<file path="config.mk">
export PLATFORM = sky130hd
export DESIGN_NAME = qeyr_vec_cell
export DESIGN_NICKNAME = d
export VERILOG_FILES = /design/src/sv/qeyr_pkg.sv /design/src/sv/qeyr_vec_cell.sv
export SDC_FILE = /design/constraint.sdc
export NUM_CORES = 1
export LEC_CHECK = 0
export BUFFER_PORTS_ARGS = -buffer_cell sky130_fd_sc_hd__buf_2
export CORE_ASPECT_RATIO = 0.5
export CORE_MARGIN = 2
export CORE_UTILIZATION = 40
export DETAILED_ROUTE_END_ITERATION = 16
export MAX_ROUTING_LAYER = met4
export PLACE_DENSITY_LB_ADDON = 0.25
export SYNTH_ARGS = -nofsm -noshare
export SYNTH_HDL_FRONTEND = slang
export SYNTH_SLANG_ARGS = --single-unit
</file>
<file path="constraint.sdc">
create_clock -name vclk -period 9.35
set_input_delay 0.935 -clock vclk [all_inputs]
set_output_delay 0.935 -clock vclk [all_outputs]
set_load 0.02 [all_outputs]
</file>
<file path="src/sv/qeyr_pkg.sv">
// ---------------------------------------------------------------------------
// qeyr_pkg: shared types and constants of the quaternion Euler yaw core
// Holds the CORDIC arctangent table, the fixed-point constants, and the
// word that moves down the cell chain.
// ---------------------------------------------------------------------------
package qeyr_pkg;

    localparam int TAB_LEN = 24;
    localparam int ANG_W   = 36;
    localparam int VEC_W   = 40;
    localparam int SQ_W    = 58;

    localparam logic signed [ANG_W-1:0] HALF_PI_30  = 36'sd1686629713;
    localparam logic signed [ANG_W-1:0] PI_30       = 36'sd3373259426;
    localparam logic signed [VEC_W-1:0] GAIN_INV_30 = 40'sd652032874;
    localparam logic signed [VEC_W-1:0] ONE_28      = 40'sd268435456;

    typedef logic signed [VEC_W-1:0] vec_t;
    typedef logic signed [ANG_W-1:0] ang_t;

    function automatic ang_t atan_entry(input int idx);
        ang_t r;
        case (idx)
            0: r = 36'sh03243F6A8;
            1: r = 36'sh01DAC6705;
            2: r = 36'sh00FADBAFC;
            3: r = 36'sh007F56EA6;
            4: r = 36'sh003FEAB76;
            5: r = 36'sh001FFD55B;
            6: r = 36'sh000FFFAAA;
            7: r = 36'sh0007FFF55;
            8: r = 36'sh0003FFFEA;
            9: r = 36'sh0001FFFFD;
            10: r = 36'sh0000FFFFF;
            11: r = 36'sh00007FFFF;
            12: r = 36'sh00003FFFF;
            13: r = 36'sh00001FFFF;
            14: r = 36'sh00000FFFF;
            15: r = 36'sh000007FFF;
            16: r = 36'sh000003FFF;
            17: r = 36'sh000001FFF;
            18: r = 36'sh000000FFF;
            19: r = 36'sh0000007FF;
            20: r = 36'sh0000003FF;
            21: r = 36'sh0000001FF;
            22: r = 36'sh0000000FF;
            23: r = 36'sh00000007F;
            default: r = '0;
        endcase
        return r;
    endfunction

    // One vectoring CORDIC lane: x, y, accumulated angle.
    typedef struct packed {
        vec_t x;
        vec_t y;
        ang_t z;
    } vlane_t;

    // One rotation CORDIC lane.
    typedef struct packed {
        vec_t x;
        vec_t y;
        ang_t z;
        logic neg;
    } rlane_t;

endpackage

</file>
<file path="src/sv/qeyr_vec_cell.sv">
// ---------------------------------------------------------------------------
// qeyr_vec_cell: one vectoring CORDIC micro-rotation
// Turns the vector toward the x axis by atan(2^-STEP) and accumulates it.
// ---------------------------------------------------------------------------
module qeyr_vec_cell #(
    parameter int STEP = 0
) (
    input  qeyr_pkg::vlane_t din,
    output qeyr_pkg::vlane_t dout
);
    qeyr_pkg::vec_t dx;
    qeyr_pkg::vec_t dy;

    assign dx = din.y >>> STEP;
    assign dy = din.x >>> STEP;

    always_comb
    begin
        if (din.y[qeyr_pkg::VEC_W-1])
        begin
            dout.x = din.x - dx;
            dout.y = din.y + dy;
            dout.z = din.z - qeyr_pkg::atan_entry(STEP);
        end
        else
        begin
            dout.x = din.x + dx;
            dout.y = din.y - dy;
            dout.z = din.z + qeyr_pkg::atan_entry(STEP);
        end
    end
endmodule

</file>
* Yosys cells after proc, flatten, opt, wreduce, memory -nomap -nowiden
Cells that the tools add are included.
** Cells by class
- $add $sub $neg :: 5
- Mux-type cells :: 1
** Operators by type and width (number)
- $mux W116 :: 1
- $sub A40 B40 Y40 :: 2
- $add A40 B40 Y40 :: 1
- $add A36 B31 Y36 const B :: 1
- $sub A36 B31 Y36 const B :: 1
** Word-level totals
- Register bits :: 0
- Input port bits :: 116

* Depth between registers and ports, before layout
- Word-level depth :: 2
- Gate-level depth with buffers :: 13

* Worst setup path after synthesis
OpenSTA, ideal clock, no wires.
- Path kind :: in2out
- Start :: input din[75] (netlist name)
- End :: output dout[34] (netlist name)
- Arrival time :: 4100 ps
- Data required time :: 8415 ps
- Slack :: 4315 ps
- Stages on the path :: 12
- Buffers on the path :: 1
- Path through :: inv_2 > buf_1 > ha_1 > o21ai_0 > nor4_1 > or3_4 > o31ai_4 > o31ai_2 > a221o_2 > a31o_1 > a2111o_1 > o211ai_2
** RTL lines
- start, declared :: line qeyr_vec_cell.sv:8 : input qeyr_pkg::vlane_t din,
- end, declared :: line qeyr_vec_cell.sv:9 : output qeyr_pkg::vlane_t dout

==> reports/summary.txt <==
outcome: finished clean
Critical Path RT: 8.42 ns
RSZ-0062 raised after global routing: no
Worst Hold Class: in -> out
Synth-to-Final Area Change: 13.3%
Initial Util: 41.0%
largest fanout on the critical path: 102
maximum VDD drop: 0.0581 mV
sequential fraction of the synthesis area: 0%
DR iter-0 viols: 1123
Syn Area/Cell: 6.63 sq um
DRC errors left: 0
DRT Wirelength: 37300 microns
critical path capture point type: output pin
P per Cell Area: 91.4 mW/mm^2
Fillers: 2464
I/O pin count: 232
Yosys top cell area share: 21.4%
max_cap viols: 0
synth warn: 0
Multi-input gate area: 0.00860 sq mm
Lkg Pwr: 5.23 nW
DR WL/cell: 19.8 microns
area of the core: 0.0229 sq mm
setup bufs post-CTS: 0
GRT Total Usage: 29.2%
worst path arrival time: 4.92 ns
dpl cell area: 0.0107 sq mm
Mapped Cells: 1420
via count of the first global-routing pass: 10600
Die Ht: 112 microns
initial antenna violation count: 0
chip width: 221 microns
# nets final: 1864
Via density: 6.00
post-cts repair resize count: 0
Rows: 39
setup violators final: 0
hold_buf cts: 0
most frequent cell after synthesis: a21oi_1
gpl congestion: 0.988
Least-Margin Pin Slew: 1.13 ns
fin area: 0.0107 sq mm
Detail Placement HPWL: 30900 microns
area leader, netlist: ha_1
Area contributors post-synth: ha_1 21%, a21oi_1 10%, xnor2_1 8.2%, o21ai_0 6.0%, inv_1 5.5%
clk_buf instances: 0
fin crit period: 5.86 ns
fmax: 0.171 GHz
grt total ovfl: 0
Register Area: 0 sq um
worst setup path category: in -> out
Port Buf Inserts: 226
ant diodes: 0
Post-Synthesis Cell Area: 0.00941 sq mm
max-slew violations: 0
vias: 11300
Post-Synthesis Net Count: 1701
first-pass GRT wire length: 57600 microns
Die Area: 0.0248 sq mm
final cycle utilization of the critical path: 62.7%
Yosys cell types: 84
final hold violation count: 0
element type at the critical path start: input port
Antenna Nets Post-Route: 0
Slew HR: 24.8%
largest net degree at the start of global routing: 103
layout cells sized above 1: 16.6%
sequential cell count: 0
commonest cells in the netlist: 195 x a21oi_1, 161 x ha_1, 139 x inv_1
setup TNS: 0 ns
first drt pass iteration count: 7
path summary, 6_finish.rpt:
path	depth (start not counted)	slack [ns]	start	end
setup / recovery	13	3.49	din[75]	dout[34]
hold / removal	0	1.87	din[2]	dout[2]
cells in the final DEF, fill, tap and decap left out, drive strengths merged, types with 12 or more instances in the layout:
cell,netlist,routed
a211oi,21,21
a21o,49,49
a21oi,195,195
and3,20,20
buf,27,228
ha,161,161
inv,142,142
mux2i,17,17
nand2,80,80
nand2b,12,12
nand3,28,28
nand4,26,26
nor2,102,102
nor2b,22,22
nor3,27,27
o211ai,17,17
o21a,14,14
o21ai,117,117
o21bai,43,43
o31ai,13,13
xnor2,88,88
xor2,13,13
worst max-delay path, stage by stage:
cell and delay, ns:
buf_4 0.24, buf_4 0.87, ha_1 0.46, nand4_1 0.17, nor4_1 0.08, or3_4 0.42
o31ai_4 0.24, o31ai_2 0.12, a221o_2 0.44, a31o_1 0.26, a2111o_1 0.40, o211ai_2 0.09
buf_2 0.18
report_power, final:
group	internal [W]	switching, W	total (W)
Combinational	0.000338	0.000637	0.000975
Clock	0	0	0
Sequential	0	0	0
Total	0.000338	0.000637	0.000975
layout make-up:
type / count / share of cell area (%)
multi-input cells: 1210 / 80.6
repair buffers: 228 / 10.8
inverters: 143 / 5.03
well taps: 307 / 3.60
layer usage:
metal / wire [microns] / part of all wire, % / global-route usage (%)
met1: 17000 / 46 / 39.5
met2: 16800 / 45 / 48.4
met3: 2690 / 7.2 / 1.57
met4: 788 / 2.1 / 5.68
met5: 0 / 0 / -
cells by family after synthesis:
kind of cell / after synthesis / synth area share, %
AO/OA/AOI/OAI: 557 / 38.2
XOR/XNOR: 101 / 9.40
adder cells (fa/ha/maj): 165 / 22.3
buffers and inverters: 210 / 8.68
multiplexers: 18 / 1.93
AND/OR/NAND/NOR: 369 / 19.6
through the flow:
stage	hold slack, ns	power (W)	setup slack (ns)	cells	utilization [%]
2_1_floorplan	1.95	0.000658	4.32	1420	-
3_3_place_gp	1.87	0.000956	3.62	1888	46.5
3_5_place_dp	1.87	0.000958	3.52	1888	46.5
4_1_cts	1.87	0.000963	3.52	1888	46.5
5_1_grt	1.87	0.00105	3.24	1888	46.5
6_report	1.87	0.000975	3.49	1888	46.5
Power figures use the tool's default switching activity.
