**config.mk**
```make
export PLATFORM = sky130hd
export DESIGN_NAME = qeyr_rot_cell
export DESIGN_NICKNAME = d
export VERILOG_FILES = /design/src/sv/qeyr_pkg.sv /design/src/sv/qeyr_rot_cell.sv
export SDC_FILE = /design/constraint.sdc
export NUM_CORES = 1
export LEC_CHECK = 0
export BUFFER_PORTS_ARGS = -buffer_cell sky130_fd_sc_hd__buf_4
export CAP_MARGIN = 25
export CORE_MARGIN = 1
export CORE_UTILIZATION = 30
export DETAILED_ROUTE_END_ITERATION = 16
export GPL_ROUTABILITY_DRIVEN = 0
export GPL_TIMING_DRIVEN = 0
export PLACE_DENSITY_LB_ADDON = 0.12
export REMOVE_ABC_BUFFERS = 1
export SLEW_MARGIN = 20
export SYNTH_ARGS = -nofsm -noshare
export SYNTH_HDL_FRONTEND = slang
export SYNTH_SLANG_ARGS = --single-unit
export TNS_END_PERCENT = 20
```
**constraint.sdc**
```tcl
create_clock -name vclk -period 9.8
set_input_delay 2.94 -clock vclk [all_inputs]
set_output_delay 2.94 -clock vclk [all_outputs]
set_load 0.01 [all_outputs]
```
**src/sv/qeyr_pkg.sv**
```systemverilog
// ---------------------------------------------------------------------------
// qeyr_pkg: shared types and constants of the quaternion Euler yaw core
// Holds the CORDIC arctangent table, the fixed-point constants, and the
// word that moves down the cell chain.
// ---------------------------------------------------------------------------
package qeyr_pkg;

    localparam int TAB_LEN = 24;
    localparam int ANG_W   = 36;
    localparam int VEC_W   = 40;
    localparam int SQ_W    = 58;

    localparam logic signed [ANG_W-1:0] HALF_PI_30  = 36'sd1686629713;
    localparam logic signed [ANG_W-1:0] PI_30       = 36'sd3373259426;
    localparam logic signed [VEC_W-1:0] GAIN_INV_30 = 40'sd652032874;
    localparam logic signed [VEC_W-1:0] ONE_28      = 40'sd268435456;

    typedef logic signed [VEC_W-1:0] vec_t;
    typedef logic signed [ANG_W-1:0] ang_t;

    function automatic ang_t atan_entry(input int idx);
        ang_t r;
        case (idx)
            0: r = 36'sh03243F6A8;
            1: r = 36'sh01DAC6705;
            2: r = 36'sh00FADBAFC;
            3: r = 36'sh007F56EA6;
            4: r = 36'sh003FEAB76;
            5: r = 36'sh001FFD55B;
            6: r = 36'sh000FFFAAA;
            7: r = 36'sh0007FFF55;
            8: r = 36'sh0003FFFEA;
            9: r = 36'sh0001FFFFD;
            10: r = 36'sh0000FFFFF;
            11: r = 36'sh00007FFFF;
            12: r = 36'sh00003FFFF;
            13: r = 36'sh00001FFFF;
            14: r = 36'sh00000FFFF;
            15: r = 36'sh000007FFF;
            16: r = 36'sh000003FFF;
            17: r = 36'sh000001FFF;
            18: r = 36'sh000000FFF;
            19: r = 36'sh0000007FF;
            20: r = 36'sh0000003FF;
            21: r = 36'sh0000001FF;
            22: r = 36'sh0000000FF;
            23: r = 36'sh00000007F;
            default: r = '0;
        endcase
        return r;
    endfunction

    // One vectoring CORDIC lane: x, y, accumulated angle.
    typedef struct packed {
        vec_t x;
        vec_t y;
        ang_t z;
    } vlane_t;

    // One rotation CORDIC lane.
    typedef struct packed {
        vec_t x;
        vec_t y;
        ang_t z;
        logic neg;
    } rlane_t;

endpackage

```
**src/sv/qeyr_rot_cell.sv**
```systemverilog
// ---------------------------------------------------------------------------
// qeyr_rot_cell: one rotation CORDIC micro-rotation
// Turns the vector by atan(2^-STEP) toward the residual angle.
// ---------------------------------------------------------------------------
module qeyr_rot_cell #(
    parameter int STEP = 0
) (
    input  qeyr_pkg::rlane_t din,
    output qeyr_pkg::rlane_t dout
);
    qeyr_pkg::vec_t dx;
    qeyr_pkg::vec_t dy;

    assign dx = din.y >>> STEP;
    assign dy = din.x >>> STEP;

    always_comb
    begin
        dout.neg = din.neg;
        if (!din.z[qeyr_pkg::ANG_W-1])
        begin
            dout.x = din.x - dx;
            dout.y = din.y + dy;
            dout.z = din.z - qeyr_pkg::atan_entry(STEP);
        end
        else
        begin
            dout.x = din.x + dx;
            dout.y = din.y - dy;
            dout.z = din.z + qeyr_pkg::atan_entry(STEP);
        end
    end
endmodule

```
Yosys cells after proc, flatten, opt, wreduce, memory -nomap -nowiden
Index checks and enable logic that the tools add are counted.
W data, S select, Z words.

word-level totals
  register bits = 0

cells by class
  add/sub/neg operators = 5
  muxes and demuxes = 1

operators by type and width
  cell                      number
  $mux W116                 1
  $sub A40 B40 Y40          2
  $add A40 B40 Y40          1
  $add A36 B31 Y36 const B  1
  $sub A36 B31 Y36 const B  1

Logic depth before layout (Yosys ltp)
Gate-level depths: netlist of run 1.

  depth after elaboration = 2
  gate-level depth with buffers = 14
  gate-level depth less buffers = 12

Worst setup path before layout of run 1
OpenSTA, ideal clock, no wires.

  path type = input port to output port
  start = input din[36] in the netlist's numbering
  end = output dout[32] in the netlist's numbering
  data arrival time = 6190 ps
  path slack = 670 ps
  stages = 14
  buffers on the path = 3
  cells stage by stage = clkbuf_1 clkinv_1 clkbuf_1 ha_1 clkbuf_1 o211ai_1 a21oi_1 o21ai_1 a31oi_1 a31oi_1 o2111ai_1 a31o_2 a21oi_1 xnor2_1

RTL lines
  item                RTL line            RTL
  start: declaration  qeyr_rot_cell.sv:8  input qeyr_pkg::rlane_t din,
  end: declaration    qeyr_rot_cell.sv:9  output qeyr_pkg::rlane_t dout

==> results of run 1 <==
## layout by cell type, fill, tap and decap left out, types with 8 or more instances in the layout
master	count
a21o_1	48
o21bai_1	41
o221ai_1	11
buf_4	225
and3_1	8
mux2i_1	19
nor2b_1	12
o21ai_1	8
a211oi_1	16
nand3_1	24
a31oi_1	16
o21a_1	14
nand4_1	28
xnor2_1	84
ha_1	148
nor3_1	27
nand2b_1	20
o21ai_0	78
nor4_1	9
inv_1	130
xor2_1	17
o31ai_1	22
nand2_1	71
a21oi_1	193
nor2_1	106
## per-layer routing
| layer | up-vias | wire length [um] |
|---|---|---|
| met5 | - | 0 |
| met4 | 0 | 524 |
| met3 | 31 | 1850 |
| met2 | 369 | 16500 |
| met1 | 4877 | 16400 |
| li1 | 5145 | - |
## report_power, final
| part | switching [W] | internal [W] |
|---|---|---|
| Combinational | 0.000511 | 0.000384 |
| Clock | 0 | 0 |
| Sequential | 0 | 0 |
| Total | 0.000511 | 0.000384 |
## cell families (layout without fill, tap and decap cells)
logic type | Yosys count | count (layout)
fa+ha+maj | 152 | 152
simple gates | 335 | 335
mux | 21 | 21
buf+inv | 198 | 364
xor+xnor | 101 | 101
compound gates | 524 | 524
## metrics by stage
| stage | cells | TNS, ns | utilization | hold slack (ns) | area, um2 |
|---|---|---|---|---|---|
| after CTS | 1880 | 0 | 0.374 | 5.88 | 10800 |
| after floorplan | 1268 | 0 | - | 5.88 | 8540 |
| final | 1881 | 0 | 0.375 | 5.88 | 10800 |
| after detailed placement | 1880 | -3.76 | 0.373 | 5.88 | 10700 |
| after global placement | 1878 | -69.25 | 0.372 | 5.88 | 10700 |
| after global routing | 1881 | 0 | 0.375 | 5.88 | 10800 |
## final timing paths
kind	from	end	slack, ns	depth (start not counted)
max	din[44]	dout[116]	0.43	14
min	din[2]	dout[2]	5.88	0
## cell usage after synthesis, types with 6 or more instances
| library cell | count |
|---|---|
| o221ai_1 | 11 |
| and2_1 | 7 |
| nand3_1 | 24 |
| xor2_1 | 17 |
| clkbuf_1 | 44 |
| nand4_1 | 28 |
| a311oi_1 | 6 |
| nor4_1 | 9 |
| nor3_1 | 27 |
| and3_1 | 8 |
| a21oi_1 | 193 |
| a31oi_1 | 16 |
| mux2i_1 | 19 |
| xnor2_1 | 84 |
| nand2_1 | 71 |
| o21bai_1 | 41 |
| o211ai_1 | 6 |
| o31ai_1 | 22 |
| nor2_1 | 106 |
| a21o_1 | 48 |
| o21ai_0 | 78 |
| buf_1 | 9 |
| a211oi_1 | 17 |
| o21a_1 | 14 |
| nand2b_1 | 20 |
| a221oi_1 | 7 |
| nor2b_1 | 12 |
| ha_1 | 148 |
| inv_1 | 130 |
| o21ai_1 | 8 |
## cell type report
class | count | area (um2) | share of cell area
Timing Repair Buffer | 229 | 1770 | 0.164
Tap cell | 384 | 480 | 0.0445
Multi-Input combinational cell | 1133 | 8040 | 0.745
Inverter | 135 | 512 | 0.0474
## timing repair
action / in CTS / in global routing
buffers inserted: 0 / 0
gates cloned: 0 / 1
gates resized for setup: 3 / 3
setup endpoints to repair: 11 / 7
==> run metrics, run 1 <==
status complete, no violations; global-route wire length before repair 54.3 mm; final hold violation count 0; final critical-path setup slack 0.434 ns; top cells by area, synth ha_1 (21%), a21oi_1 (11%), xnor2_1 (8.4%); total power ~0.00089 W; Setup crit start kind input pin; via count 10400; Die H 173 um; Leak Pwr 5.13 nW; largest net degree at the start of global routing 124; Core Area 28800 um2; Detailed Route Iter0 Violations 760; GR Util met3 0.0158; Die X 173 um; cell area after synthesis 8800 um2; maximum clock rate 0.107 GHz; crit path DAT 6.43 ns; Antenna Nets Post-Route 0; pre-CTS WS -0.503 ns; GR Util met2 0.382; Buffers on Ports 226; RSZ-0062 raised after global routing false; initial antenna violation count 0; mux share of post-synthesis cell area 0.0242; sequential fraction of the synthesis area 0; Post-Synth XOR/XNOR Area 0.100; Top cell by count, worst path buf_4; vias in the first global route 9904; busiest grt layer met2; Post-Synth Simple-Gate Area 0.186; Synth top area share 0.210; Slew @ Worst Pin a little under 0.8 ns; area leader, netlist ha_1; drt pass-1 iters 5; Final #Nets 1768; post-DP HPWL 28.6 mm; # fillers 3154; Synth Area in Compound Gates 0.383; DR DRC count 0; Unique masters post-synth 76; Worst path max stage delay 0.67 ns; clkbuf count 0; crit path max fanout 13; GRT Overall Usage 0.219; number of synthesis warnings 0; FF+latch count 0; Synth Instances 1331; layout cell share with drive strength beyond 1 0.172; worst path cell trace buf_4 -> inv_1 -> ha_1 -> nand2_1 -> o21ai_0 -> nand2b_1 -> a31oi_1 -> o31ai_1 -> buf_2 -> o41ai_1 -> a311oi_1 -> a21oi_1 -> xnor2_1 -> buf_4; CP Buf/Inv Count 4; Final period util 0.956; required time worst endpoint a little under 7 ns; Initial Util 0.306; Pwr Density roughly 83 nW/um2; Hold-fix buffers, CTS 0; setup violators final 0; WL per Instance 18.8 um; largest family of logic cells by synthesized area compound AO/OA/AOI/OAI gates; syn_area_per_cell 6.61 um2; slowest CP cell o41ai_1; die area 30000 um2; nature of the critical path endpoint primary output; I/O Pins roughly 230; adder-cell share of the synthesized area 0.219; Max Transition Viols Final 0; routed vias/inst 5.54; Worst path top cell family by delay compound AO/OA/AOI/OAI gates; GR met1 Demand/Resource 0.301; CP Class input pin to primary output; Sequential Area 0 um2; final WL 35.3 mm; final global-route overflow total 0; post-layout min period 9.37 ns; Row Count 62; Ant. Diodes 0; Hold/Removal Path Class input pin to primary output; Max transition margin 0.473; max cap viols 0; worst vdd ir 0.0000358 V; area grow syn2layout 22.7%
Note: power is estimated with default switching activity, not from simulation.
==> run 2, diff against run 1 <==
GPL_TIMING_DRIVEN = 1   (was 0)
==> run 2 against run 1 <==
  * Fmax grew 0.32%
  * Cell count grew 0.69%
  * Routed wire length grew 0.13%
  * Sequential share of layout area is the same
  * Final area grew 0.36%
  * Setup slack gained 0.030 ns
  * First-iteration DRC count grew 1.4%
  * Total power grew 0.74%
  * Via count grew 1.1%
  * Combinational power grew 0.7%
  * Flip-flop and latch count is the same
==> run metrics, run 2 (synthesis results as in run 1) <==
area grow syn2layout 23.1%; initial antenna violation count 0 (unchanged); Buffers on Ports 226 (unchanged); first element of the critical path din[41]; I/O Pins 234 (unchanged); Row Count 62 (unchanged); # fillers 3134 (-0.63%); Clk pwr share 0 (unchanged); layout cell share with drive strength beyond 1 0.179 (+0.00646); nature of the critical path endpoint primary output; Core Area 28800 um2 (unchanged); Antenna Nets Post-Route 0 (unchanged); Final period util 0.953 (-0.00304); Hold/Removal Path Class input pin to primary output; pre-CTS WS 0.594 ns (+1.10 ns); max cap viols 0 (unchanged); crit path max fanout 16 (+3); net switching power 0.000515 W (+0.75%); WL per Instance 18.7 um (-0.56%); Worst Hold Launch din[2]; setup TNS 0 ns (unchanged); setup bufs post-CTS 0 (unchanged); Sequential Area 0 um2 (unchanged); switching share of power 0.571 (about the same); Multi-input gate area 8030 um2 (about the same); Max transition margin 0.477 (+0.00344); Util after Layout 0.377 (+0.00135); internal power 0.000386 W (+0.72%); Die X 173 um (unchanged); global-route wire length before repair 55.3 mm (+1.8%); post-layout min period 9.34 ns (-0.0298 ns); vias in the first global route 10200 (+3.4%); largest net degree at the start of global routing 64 (-48%); DR DRC count 0 (unchanged); required time worst endpoint 6.86 ns (about the same); setup violators final 0 (unchanged); Pwr Density 83.2 nW/um2 (+0.38%); clkbuf count 0 (unchanged); Slew @ Worst Pin 0.785 ns (-0.00515 ns); routed vias/inst 5.56 (+0.40%); FF+latch count 0 (unchanged); RSZ-0062 raised after global routing false; final WL 35.4 mm (+0.13%); CP Class input pin to primary output; status complete, no violations; Ant. Diodes 0 (unchanged); GRT Overall Usage 0.224 (+0.00437); highest-count cells in the layout ignoring fill and taps buf_4 (242), a21oi_1 (193), ha_1 (148); maximum clock rate 0.107 GHz (+0.32%); Seq pwr share 0 (unchanged); post-cts resize count 0 (-3); Setup crit start kind input pin; die area 30000 um2 (unchanged); Leak Pwr 5.18 nW (+0.86%); final hold violation count 0 (unchanged); post-DP HPWL 29.6 mm (+3.6%); Max Transition Viols Final 0 (unchanged); crit path DAT 6.40 ns (-0.03 ns); drt pass-1 iters 6 (+1); Initial Util 0.306 (unchanged); final critical-path setup slack 0.464 ns (+0.0298 ns); via count 10500 (+1.1%); worst vdd ir 0.0000358 V (+0.11%); combinational share of power 1.000 (about the same); Final #Nets 1781 (+0.74%); final global-route overflow total 0 (unchanged); Detailed Route Iter0 Violations 771 (+1.4%); Die H 173 um (unchanged); Hold-fix buffers, CTS 0 (unchanged); most common cell after layout, fill and taps aside buf_4
==> run 2: cell types whose count changed in the layout (fill, tap and decap cells not counted), sizes merged <==
cell	before	now
buf	228	242
clkbuf	1	0
clkinv	4	3
inv	131	132
==> run 2: metrics by stage <==
stage | area [um2] | hold slack (ns) | power [W] | instances
floorplan | 8540 | 5.88 | 0.000514 | 1268
global placement | 10800 | 5.88 | 0.000894 | 1894
detailed placement | 10800 | 5.88 | 0.000893 | 1894
CTS | 10800 | 5.88 | 0.000898 | 1894
global route | 10800 | 5.88 | 0.000978 | 1894
finish | 10800 | 5.88 | 0.000901 | 1894
==> run 2: power by group through the flow <==
stage	combinational, W	sequential [W]	clock (W)
after floorplan	0.000514	0	0
after global placement	0.000894	0	0
after detailed placement	0.000893	0	0
after CTS	0.000898	0	0
after global routing	0.000978	0	0
final	0.000901	0	0
==> run 2: critical path, cell delays in order <==
cell	delay [ns]
buf_4	0.10
inv_1	0.04
ha_1	0.52
a21oi_1	0.39
nand2_1	0.14
o21ai_0	0.33
nand3_1	0.20
a211oi_1	0.42
o221ai_1	0.30
a2111oi_0	0.53
a21oi_1	0.10
xor2_1	0.22
buf_4	0.15
==> run 2: worst paths after layout <==
kind	end	slack, ns	cells after the start
max	dout[114]	0.46	13
min	dout[2]	5.88	0
==> run 2: layout make-up <==
| type | count | share of cell area |
|---|---|---|
| Inverter | 135 | 0.0468 |
| Multi-Input combinational cell | 1133 | 0.741 |
| Tap cell | 384 | 0.0443 |
| Timing Repair Buffer | 242 | 0.168 |
==> run 2: layer usage <==
layer  up-vias  part of all wire  global-route usage
met5         -                 0                   0
met4         0             0.023              0.0535
met3        48             0.061              0.0167
met2       422              0.46               0.381
met1      4900              0.45               0.305
li1       5166                 -                   -
