<file path="config.mk">
export PLATFORM = sky130hd
export DESIGN_NAME = qeyr_isqrt_cell
export DESIGN_NICKNAME = d
export VERILOG_FILES = /design/src/sv/qeyr_pkg.sv /design/src/sv/qeyr_isqrt_cell.sv
export SDC_FILE = /design/constraint.sdc
export NUM_CORES = 1
export LEC_CHECK = 0
export BUFFER_PORTS_ARGS = -buffer_cell sky130_fd_sc_hd__buf_2
export CAP_MARGIN = 20
export CORE_MARGIN = 2
export CORE_UTILIZATION = 36
export DETAILED_ROUTE_END_ITERATION = 8
export GPL_ROUTABILITY_DRIVEN = 0
export PLACE_DENSITY_LB_ADDON = 0.08
export SLEW_MARGIN = 0
export SYNTH_ARGS = -nofsm -noshare
export SYNTH_HDL_FRONTEND = slang
export SYNTH_SLANG_ARGS = --single-unit
</file>
<file path="constraint.sdc">
create_clock -name vclk -period 5.4
set_clock_uncertainty 0.1 [all_clocks]
set_input_delay 0.27 -clock vclk [all_inputs]
set_output_delay 0.27 -clock vclk [all_outputs]
set_load 0.03 [all_outputs]
</file>
<file path="src/sv/qeyr_pkg.sv">
// ---------------------------------------------------------------------------
// qeyr_pkg: shared types and constants of the quaternion Euler yaw core
// Holds the CORDIC arctangent table, the fixed-point constants, and the
// word that moves down the cell chain.
// ---------------------------------------------------------------------------
package qeyr_pkg;

    localparam int TAB_LEN = 24;
    localparam int ANG_W   = 36;
    localparam int VEC_W   = 40;
    localparam int SQ_W    = 58;

    localparam logic signed [ANG_W-1:0] HALF_PI_30  = 36'sd1686629713;
    localparam logic signed [ANG_W-1:0] PI_30       = 36'sd3373259426;
    localparam logic signed [VEC_W-1:0] GAIN_INV_30 = 40'sd652032874;
    localparam logic signed [VEC_W-1:0] ONE_28      = 40'sd268435456;

    typedef logic signed [VEC_W-1:0] vec_t;
    typedef logic signed [ANG_W-1:0] ang_t;

    function automatic ang_t atan_entry(input int idx);
        ang_t r;
        case (idx)
            0: r = 36'sh03243F6A8;
            1: r = 36'sh01DAC6705;
            2: r = 36'sh00FADBAFC;
            3: r = 36'sh007F56EA6;
            4: r = 36'sh003FEAB76;
            5: r = 36'sh001FFD55B;
            6: r = 36'sh000FFFAAA;
            7: r = 36'sh0007FFF55;
            8: r = 36'sh0003FFFEA;
            9: r = 36'sh0001FFFFD;
            10: r = 36'sh0000FFFFF;
            11: r = 36'sh00007FFFF;
            12: r = 36'sh00003FFFF;
            13: r = 36'sh00001FFFF;
            14: r = 36'sh00000FFFF;
            15: r = 36'sh000007FFF;
            16: r = 36'sh000003FFF;
            17: r = 36'sh000001FFF;
            18: r = 36'sh000000FFF;
            19: r = 36'sh0000007FF;
            20: r = 36'sh0000003FF;
            21: r = 36'sh0000001FF;
            22: r = 36'sh0000000FF;
            23: r = 36'sh00000007F;
            default: r = '0;
        endcase
        return r;
    endfunction

    // One vectoring CORDIC lane: x, y, accumulated angle.
    typedef struct packed {
        vec_t x;
        vec_t y;
        ang_t z;
    } vlane_t;

    // One rotation CORDIC lane.
    typedef struct packed {
        vec_t x;
        vec_t y;
        ang_t z;
        logic neg;
    } rlane_t;

endpackage

</file>
<file path="src/sv/qeyr_isqrt_cell.sv">
// ---------------------------------------------------------------------------
// qeyr_isqrt_cell: one step of the restoring integer square root
// Resolves two radicand bits per cell at bit weight 4^BITPOS.
// ---------------------------------------------------------------------------
module qeyr_isqrt_cell #(
    parameter int BITPOS = 0
) (
    input  logic [qeyr_pkg::SQ_W-1:0] n_in,
    input  logic [qeyr_pkg::SQ_W-1:0] r_in,
    output logic [qeyr_pkg::SQ_W-1:0] n_out,
    output logic [qeyr_pkg::SQ_W-1:0] r_out
);
    localparam logic [qeyr_pkg::SQ_W-1:0] BIT_VAL =
        qeyr_pkg::SQ_W'(1) << (2 * BITPOS);
    logic [qeyr_pkg::SQ_W-1:0] trial;

    assign trial = r_in + BIT_VAL;

    always_comb
    begin
        if (n_in >= trial)
        begin
            n_out = n_in - trial;
            r_out = (r_in >> 1) + BIT_VAL;
        end
        else
        begin
            n_out = n_in;
            r_out = r_in >> 1;
        end
    end
endmodule

</file>
======== Word level (Yosys, flattened, before mapping) ========
Index checks and enable logic that the tools add are counted.
storage, ports and cells
  register bits after elaboration ......... 0
  output and inout bits ................... 116
  input port bits ......................... 116
operators by class
  add/sub/neg operators ................... 3
  $lt $le $gt $ge ......................... 1
  muxes and demuxes ....................... 2
operator list
  operator                                                         count
  58-bit two-way mux                                               2
  57-bit by 1-bit adder with 58-bit output, second input constant  1
  58-bit by 1-bit adder with 58-bit output, second input constant  1
  58-bit >= comparator                                             1
  58-bit subtractor                                                1

======== Logic depth before layout (Yosys ltp) ========
Gate-level depths: netlist of the first run.
  depth in word-level cells ............... 3
  depth in mapped cells ................... 23
  depth with buffers taken out ............ 20

======== Worst setup path before layout of the first run ========
Ideal clock, no wire load.
  path type ............................... input-to-output
  start ................................... input r_in[5] in the netlist's numbering
  end ..................................... output n_out[51] in the netlist's numbering
  required time ........................... 5.030 ns
  data arrival time ....................... 5.668 ns
  setup slack ............................. -0.638 ns
  stages on the path ...................... 21
  cell sequence ........................... clkbuf_1 > nand4_1 > nor2_1 > nand3_1 > nor2_1 > and3_1 > nand4_1 > nor4_1 > nand2_1 > xor2_1 > ha_1 > a21o_1 > a21o_1 > a21o_1 > a21o_1 > a21o_1 > a221oi_1 > and2_0 > clkbuf_1 > nor2_1 > a211oi_1
between the ends
  longest elaborated chain between the ends .. 3
  elaborated cells on any way between the ends .. 4
ends and longest elaborated chain
  item                                                       line                                          RTL
  start, declared                                            qeyr_isqrt_cell.sv:9                          input logic [qeyr_pkg::SQ_W-1:0] r_in,
  58-bit by 1-bit adder with 58-bit output *                 qeyr_isqrt_cell.sv:17                         assign trial = r_in + BIT_VAL;
  58-bit subtractor or 58-bit >= comparator (tied branches)  qeyr_isqrt_cell.sv:23, qeyr_isqrt_cell.sv:21
  58-bit two-way mux *                                       qeyr_isqrt_cell.sv:21                         if (n_in >= trial)
  end, declared                                              qeyr_isqrt_cell.sv:10                         output logic [qeyr_pkg::SQ_W-1:0] n_out,
Every way passes the cells marked *; elsewhere a longest branch is shown, timed or not.

======== Worst setup path after layout of the first run ========
  start ................................... input r_in[28] in the netlist's numbering
  end ..................................... output r_out[55] in the netlist's numbering
between the ends
  longest elaborated chain between the ends .. 3
  elaborated cells on any way between the ends .. 4
ends and longest elaborated chain
  item                                      line                   RTL
  58-bit by 1-bit adder with 58-bit output  qeyr_isqrt_cell.sv:17
  58-bit >= comparator                      qeyr_isqrt_cell.sv:21
  58-bit two-way mux *                      qeyr_isqrt_cell.sv:21
  end, declared                             qeyr_isqrt_cell.sv:11  output logic [qeyr_pkg::SQ_W-1:0] r_out
Marks and branches as above.

==> results of run 1 <==
==> critical path, delay by kind of cell <==
| kind | cells | cell delay [ps] |
|---|---|---|
| xor+xnor | 2 | 220 |
| fa+ha+maj | 1 | 290 |
| simple gates | 12 | 2930 |
| buf+inv | 3 | 460 |
| compound gates | 3 | 760 |
==> cell type report <==
class	count	area (um2)
multi-input combinational	963	6520
fill	1968	8840
tap	229	287
inverter	34	128
timing repair buffer	343	2130
antenna	2	5.00
==> routing by layer <==
metal | global-route usage | vias up | wire (um)
li1 | - | 4395 | -
met1 | 0.397 | 4003 | 13300
met2 | 0.446 | 350 | 12900
met3 | 0.0276 | 38 | 1810
met4 | 0.0606 | 0 | 705
met5 | 0 | - | 0
==> power by group <==
part	leakage [nW]	internal, W	switching [W]
registers	0	0	0
logic	4.16	0.000457	0.000776
clock network	0.0000127	0.0000000000496	0
==> final timing paths <==
path	from	endpoint	depth (start not counted)
max	r_in[28]	r_out[55]	21
min	r_in[31]	r_out[30]	3
==> cells by family after synthesis <==
logic type      Yosys count  synth area share
simple gates            453             0.327
fa+ha+maj                61             0.118
mux                       2           0.00306
xor+xnor                161             0.216
buf+inv                  96            0.0568
compound gates          286             0.280
==> timing repair <==
action / in CTS / in global routing
hold endpoints to repair: 0 / 0
resized for setup: 0 / 57
hold buffers: 0 / 0
setup buffers: 0 / 11
setup endpoints to repair: 0 / 116
==> placed cells by master (no fill, tap or decap), drive strengths merged, types with 5 or more instances in the layout <==
cell type,n
buf,340
nand2,141
nor2,111
a21oi,103
xnor2,96
xor2,65
ha,60
o21ai,50
nand4,49
nand3,45
a21o,42
inv,34
nor3,34
and3,23
o31ai,11
and2,11
a31oi,11
o21bai,11
a211oi,10
nor4,8
o41ai,7
or2,5
or3,5
o211ai,5
==> metrics by stage <==
step	instances	hold WS (ps)	util
floorplan	1059	537	-
global placement	1557	788	0.492
detailed placement	1557	782	0.492
CTS	1557	783	0.492
global route	1571	798	0.506
finish	1571	783	0.506
==> run_results.csv, run 1 <==
group,metric,value,unit
synthesis,yosysUniqueCellTypes,62,
worst_setup_path,worstPathRequired,5030,ps
timing,tns,0,ps
synthesis,avgSynthCellArea,6.17,um2
global_route,antenna_found_initial,2,
layout,seq_area,0,um2
floorplanning,die_h,139,um
worst_setup_path,max_stage_delay,470,ps
layout,final_area,9060,um2
pwr,leakage,4.16,nW
drt,via_per_inst,5.59,
drt,via_count,8786,
synthesis,synth_top_cell_by_area,"xnor2_1",
timing,fmax,189,MHz
worst_hold_path,hold_class,"in -> out",
floorplanning,start_util,0.365,
flow_run,drv_cap,0,
pwr,power_density,136,nW/um2
layout,seq_cell_count,0,
synthesis,syn_inst,1059,
layout,nClkBuffers,0,
synthesis,synthesis.area,6540,um2
floorplanning,num_rows,49,
global_route,grt_pass1_vias,8067,
status,status,"finished clean",
worst_setup_path,crit_path_start_kind,"input port",
worst_setup_path,cp_slowest_cell,"or3b_4",
place,hpwl,24.5,mm
worst_setup_path,arrival,4920,ps
timing,finalWorstSetupSlack,112,ps
synthesis,yosysWarningCount,0,
timing,hold_viol,0,
floorplanning,core-area,17900,um2
timing,fin_crit,5290,ps
synthesis,synthTopCellsByCount,"141 x nand2_1, 111 x nor2_1, 103 x a21oi_1",
worst_setup_path,worstPathCellList,"buf_2, nand2_1, nor2_1, nand3_1, or2_2, inv_1, nand4_1, or3_1, nor2_2, xnor2_1, ha_1, and2_1, nand4_1, nor3_2, and3_4, a41o_1, a221oi_4, a2111oi_4, or3b_4, xnor2_4, buf_2",
timing,finalSetupViolCount,0,
synthesis,synth-seq-area-share,0,
floorplanning,die_width,139,um
layout,drive_above_1_share,0.315,
drt,wl,28.7,mm
global_route,grt_max_degree,27,
drt,drtAntennaViolNets,0,
place,io_buffers,232,
floorplanning,io_pins,232,
layout,area_delta_synth_final,38.6,%
worst_setup_path,path_max_fanout,5,
synthesis,yosys.cell_count.top_type,"nand2_1",
global_route,grt_pass1_wl,43.6,mm
timing,worstMarginPinSlew,729,ps
synthesis,yosysTopAreaCellShare,0.129,
place,pre_cts_ws,25.5,ps
floorplanning,die-area,19300,um2
pwr,ir_drop,73.0,uV
synthesis,synth_area_leaders,"xnor2_1 13%, ha_1 11%, xor2_1 8.7%, nand2_1 8.1%, a21oi_1 7.9%",
synthesis,synth_nets,1236,
timing,slew_headroom,0.510,
drt,firstDrtPassIters,5,
drt,drtIter0Drc,578,
drt,wl_per_cell,18.2,um
worst_setup_path,worstSetupEndpointType,"primary output",
global_route,grt_remaining_overflow,0,
layout,fin_nets,1519,
timing,fin_crit_sh,0.979,
timing,maxSlewViolCount,0,
worst_setup_path,path_class,"in -> out",
drt,post-route-drc-count,0,
pwr,power.total,0.00123,W
place,placement.cell_area,8800,um2
global_route,grt_usage,0.276,
Power figures use the tool's default switching activity.
==> run 2: changes to the inputs <==
--- a/config.mk
+++ b/config.mk
@@ -11,7 +11,9 @@
 export CORE_UTILIZATION = 36
 export DETAILED_ROUTE_END_ITERATION = 8
 export GPL_ROUTABILITY_DRIVEN = 0
+export GPL_TIMING_DRIVEN = 0
 export PLACE_DENSITY_LB_ADDON = 0.08
+export SETUP_SLACK_MARGIN = 0.5
 export SLEW_MARGIN = 0
 export SYNTH_ARGS = -nofsm -noshare
 export SYNTH_HDL_FRONTEND = slang
==> constraint.sdc (replaced) <==
create_clock -name vclk -period 5.4
set_clock_uncertainty 0.1 [all_clocks]
set_input_delay 0.27 -clock vclk [all_inputs]
set_output_delay 0.27 -clock vclk [all_outputs]
set_load 0.02 [all_outputs]
==> run 2 against run 1 <==
  * Die area did not move
  * Via count rose by 6.5%
  * Sequential cell count did not move
  * Critical path type unchanged
  * Cell count rose by 2.4%
  * Critical endpoint is now r_out[23]
  * Sequential share of layout area did not move
  * Non-clock buffer count rose by 40
  * Design area rose by 15%
  * Critical path depth rose by 5
  * Global-route usage rose by 2.4 points
  * Maximum frequency fell by 1.4%
  * Combinational power rose by 5%
==> run_results.csv, run 2 (same netlist as run 1, synthesis figures left out) <==
group,metric,value,unit
status,status,"finished clean",
global_route,grt_remaining_overflow,0,
timing,maxSlewViolCount,0,
timing,tns,0,ps
worst_setup_path,worstSetupPathDepth,26,
floorplanning,start_util,0.365,
flow_run,drv_cap,0,
worst_setup_path,crit_top_cell,"buf_6",
drt,via_count,9360,
timing,fin_crit_sh,0.993,
timing,finalWorstSetupSlack,35.9,ps
global_route,grt_max_degree,11,
worst_hold_path,holdPathStages,3,
worst_setup_path,arrival,4990,ps
floorplanning,num_rows,49,
worst_setup_path,crit_family,"simple AND/OR/NAND/NOR gates",
layout,seq_cell_count,0,
worst_setup_path,worstPathRequired,5030,ps
floorplanning,die-area,19300,um2
layout,seq_area,0,um2
drt,firstDrtPassIters,6,
place,io_buffers,224,
pwr,power_density,124,nW/um2
drt,via_per_inst,5.82,
worst_setup_path,crit_path_start_kind,"input port",
layout,nClkBuffers,0,
drt,wl_per_cell,20.3,um
worst_setup_path,startpoint,"r_in[13]",
worst_setup_path,max_stage_delay,360,ps
layout,fin_util,0.580,
floorplanning,io_pins,232,
worst_setup_path,cp-endpoint,"r_out[23]",
layout,fin_nets,1559,
pwr,ir_drop,66.5,uV
worst_setup_path,path_class,"in -> out",
layout,final_cell_mix,"169 x buf_2, 129 x buf_4, 124 x nand2_1, 95 x nor2_1",
clocking,cts-hold-fix-buffers,0,
floorplanning,core-area,17900,um2
global_route,antenna_found_initial,0,
layout,num_antenna_cells,0,
worst_setup_path,path_max_fanout,8,
timing,hold_viol,0,
layout,drive_above_1_share,0.394,
timing,finalSetupViolCount,0,
layout,final_common_cell,"buf_2",
drt,wl,32.6,mm
global_route,grt_pass1_vias,8497,
worst_setup_path,worstSetupEndpointType,"primary output",
layout,area_delta_synth_final,58.8,%
place,pre_cts_ws,-1340,ps
timing,worstMarginPinSlew,735,ps
place,hpwl,24.8,mm
global_route,grt_pass1_wl,46.5,mm
timing,rsz0062_at_grt,"true",
pwr,leakage,4.68,nW
layout,multi_input_area,7220,um2
timing,fmax,186,MHz
layout,n_fill_cell,1750,
drt,drtAntennaViolNets,0,
timing,slew_headroom,0.510,
worst_hold_path,hold_class,"in -> out",
floorplanning,die_h,139,um
timing,fin_crit,5360,ps
drt,drtIter0Drc,774,
floorplanning,die_width,139,um
drt,post-route-drc-count,0,
pwr,power.total,0.00129,W
worst_setup_path,cp_slowest_cell,"nor4_4",
worst_setup_path,path_buf_inv,9,
global_route,grt_usage,0.300,
[run 2: changes by cell type in the layout (fill, tap and decap cells not counted), moves of 11 or more]
cell      delta
a21oi_1     -23
a21oi_2     +23
and3_1      -11
and3_4      +11
buf_2       -50
buf_4       +18
buf_6       +17
clkbuf_1    +15
clkbuf_2    +13
nand2_1     -16
nand3_1     -11
nor3_1      -11
o21ai_1     +11
o21ai_2     -12
[run 2: repair_timing]
action	in CTS	in global routing
setup endpoints to repair	116	116
gates cloned	0	5
pin swaps	37	59
resized for setup	145	215
setup buffers	50	42
[run 2: worst min-delay path, delay by kind of cell]
kind / cells / cell delay [ps]
xor gates and xnor gates: 1 / 60
buffers and inverters: 2 / 240
[run 2: worst min path at each step]
stage	endpoint	slack (ps)	startpoint
after floorplan	r_out[55]	510	r_in[56]
after global placement	r_out[30]	770	r_in[31]
after detailed placement	r_out[54]	770	r_in[55]
after CTS	r_out[6]	740	r_in[7]
after global routing	r_out[0]	760	r_in[1]
final	r_out[0]	740	r_in[1]
[run 2: layout make-up]
type	count	share of cell area
Tap cell	229	0.0276
Inverter	34	0.0123
Buffer	62	0.0532
Multi-Input combinational cell	963	0.696
Timing Repair Buffer	321	0.211
[run 2: routing by layer]
layer  global-route usage  vias up  wire length (um)
li1                     -     4464                 -
met1                0.404     4307             13600
met2                0.484      504             14700
met3               0.0521       85              2990
met4                0.104        0              1330
met5                    0        -                 0
[run 2: report_power, final]
group	switching (W)	internal [W]	leakage, nW
Clock	0	0	0
Sequential	0	0	0
Combinational	0.000775	0.000515	4.68
Total	0.000775	0.000515	4.68
[run 2: metrics by stage]
step / instance area [um2] / std cells / hold WS [ps]
6_report: 10400 / 1609 / 741
5_1_grt: 10400 / 1609 / 759
4_1_cts: 9230 / 1562 / 742
3_5_place_dp: 8250 / 1512 / 772
3_3_place_gp: 8250 / 1512 / 767
2_1_floorplan: 6840 / 1059 / 506
==> run 3: changes to the inputs <==
==> constraint.sdc (replaced) <==
create_clock -name vclk -period 5.4
set_clock_uncertainty 0.1 [all_clocks]
set_input_delay 0.27 -clock vclk [all_inputs]
set_output_delay 0.27 -clock vclk [all_outputs]
set_load 0.1 [all_outputs]
==> run 3 against run 2 <==
  * Cell count up 1.7%
  * Setup slack got worse by 240 ps
  * The run now ends with setup timing left
  * Design area up 41%
  * Utilization increased by 24 points
  * Sequential share of layout area unchanged
  * Critical path depth is 5 lower
  * Highest routed layer unchanged
  * Routed wire length is 22% higher
  * Clock-buffer cell count stayed put
  * First-iteration DRC count up 33%
==> run_results.csv, run 3 (same netlist as run 1, synthesis figures left out) <==
group,metric,value,unit
global_route,grt_usage,0.338,
global_route,grt_pass1_vias,9447,
layout,nClkBuffers,0,
floorplanning,num_rows,49,
timing,worstMarginPinSlew,1450,ps
global_route,grt_pass1_wl,52.4,mm
pwr,seq_power_share,0,
worst_setup_path,worstPathRequired,5030,ps
timing,fin_crit,5600,ps
layout,final_common_cell,"buf_12",
place,hpwl,24.8,mm
timing,fmax,179,MHz
place,dp_cells,1513,
layout,area_delta_synth_final,125,%
pwr,leakage,6.13,nW
floorplanning,start_util,0.365,
clocking,cts-hold-fix-buffers,0,
drt,wl,39.8,mm
pwr,power.total,0.00274,W
place,io_buffers,224,
drt,via_count,10600,
timing,finalSetupViolCount,37,
pwr,switchingPower,0.00172,W
timing,hold_viol,0,
drt,drtIter0Drc,1031,
worst_setup_path,path_max_fanout,6,
drt,post-route-drc-count,0,
pwr,p_sw_frac,0.629,
pwr,power.share.clock,0,
drt,drtAntennaViolNets,0,
worst_setup_path,path_class,"in -> out",
drt,via_per_inst,6.48,
layout,final_area,14700,um2
floorplanning,io_pins,232,
timing,fin_crit_sh,1.04,
drt,wl_per_cell,24.3,um
status,status,"finished, violations left",
drt,firstDrtPassIters,8,
floorplanning,core-area,17900,um2
layout,fin_nets,1585,
layout,final_cell_mix,"121 x buf_12, 97 x buf_2, 93 x nand2_1, 86 x buf_4, 68 x a21oi_1",
place,placement.cell_area,9870,um2
pwr,ir_drop,216,uV
pwr,internal-power,0.00102,W
pwr,power_density,186,nW/um2
worst_setup_path,arrival,5230,ps
global_route,grt_max_degree,11,
status,violations,"setup timing",
global_route,antenna_found_initial,2,
timing,maxSlewViolCount,0,
timing,finalWorstSetupSlack,-202,ps
worst_hold_path,hold_class,"in -> out",
layout,seq_area,0,um2
timing,rsz0062_at_grt,"true",
floorplanning,die_width,139,um
floorplanning,die_h,139,um
layout,seq_cell_count,0,
timing,slew_headroom,0.0259,
global_route,grt_remaining_overflow,0,
layout,drive_above_1_share,0.524,
layout,final_cells,1637,
worst_setup_path,worstSetupEndpointType,"primary output",
worst_setup_path,crit_path_start_kind,"input port",
flow_run,drv_cap,0,
floorplanning,die-area,19300,um2
pwr,p_comb_frac,1.000,
[run 3: final cells by class]
| type | count | area [um2] |
|---|---|---|
| buffer | 62 | 692 |
| multi-input combinational | 963 | 9360 |
| inverter | 34 | 131 |
| tap | 229 | 287 |
| fill | 1010 | 3220 |
| timing repair buffer | 347 | 4210 |
| antenna | 2 | 5.00 |
[run 3: what timing repair did]
action	4_1_cts	5_1_grt
buffers inserted	59	51
endpoints found under the setup margin	116	116
gates resized for setup	683	252
hold endpoints to repair	0	0
pin swaps	81	108
cloned	9	3
[run 3: final timing paths]
check     start   endpoint  slack [ps]  depth (start not counted)
max    r_in[30]  r_out[23]        -200                         21
min     r_in[4]   r_out[3]         770                          3
[run 3: power by group through the flow]
| stage | combinational [W] | sequential [W] | clock (W) |
|---|---|---|---|
| floorplan | 0.00157 | 0 | 0 |
| global placement | 0.00193 | 0 | 0 |
| detailed placement | 0.00193 | 0 | 0 |
| CTS | 0.00249 | 0 | 0 |
| global route | 0.00281 | 0 | 0.0000000000495 |
| finish | 0.00274 | 0 | 0.0000000000495 |
[run 3: metal layers]
| layer | part of all wire | vias to the layer above | routed length [um] | GRT usage |
|---|---|---|---|---|
| met5 | 0 | - | 0 | 0 |
| met4 | 0.085 | 0 | 3370 | 0.155 |
| met3 | 0.098 | 260 | 3900 | 0.0290 |
| met2 | 0.47 | 816 | 18900 | 0.586 |
| met1 | 0.34 | 4997 | 13700 | 0.425 |
| li1 | - | 4530 | - | - |
[run 3: per-stage QoR]
stage / hold WS, ps / TNS (ps) / setup slack [ps] / util
6_report: 773 / -3940 / -202 / 0.820
5_1_grt: 773 / -7030 / -248 / 0.820
4_1_cts: 771 / -1060 / -155 / 0.741
3_5_place_dp: 911 / -99090 / -1500 / 0.552
3_3_place_gp: 912 / -102160 / -1620 / 0.551
2_1_floorplan: 636 / -561 / -198 / -
[run 3: worst max-delay path: stages]
cell and delay, ps:
clkbuf_4 180, and3_4 230, and3_4 230, clkinvlp_4 160
buf_4 180, nor3_4 310, nand2_1 170, xor2_1 180
ha_2 440, nand2_1 160, nor2_2 310, nand2_1 170
a2111o_1 420, a211o_4 380, a2111oi_4 420, buf_4 200
buf_12 140, buf_12 150, nand2_8 70, xnor2_4 220
buf_12 210
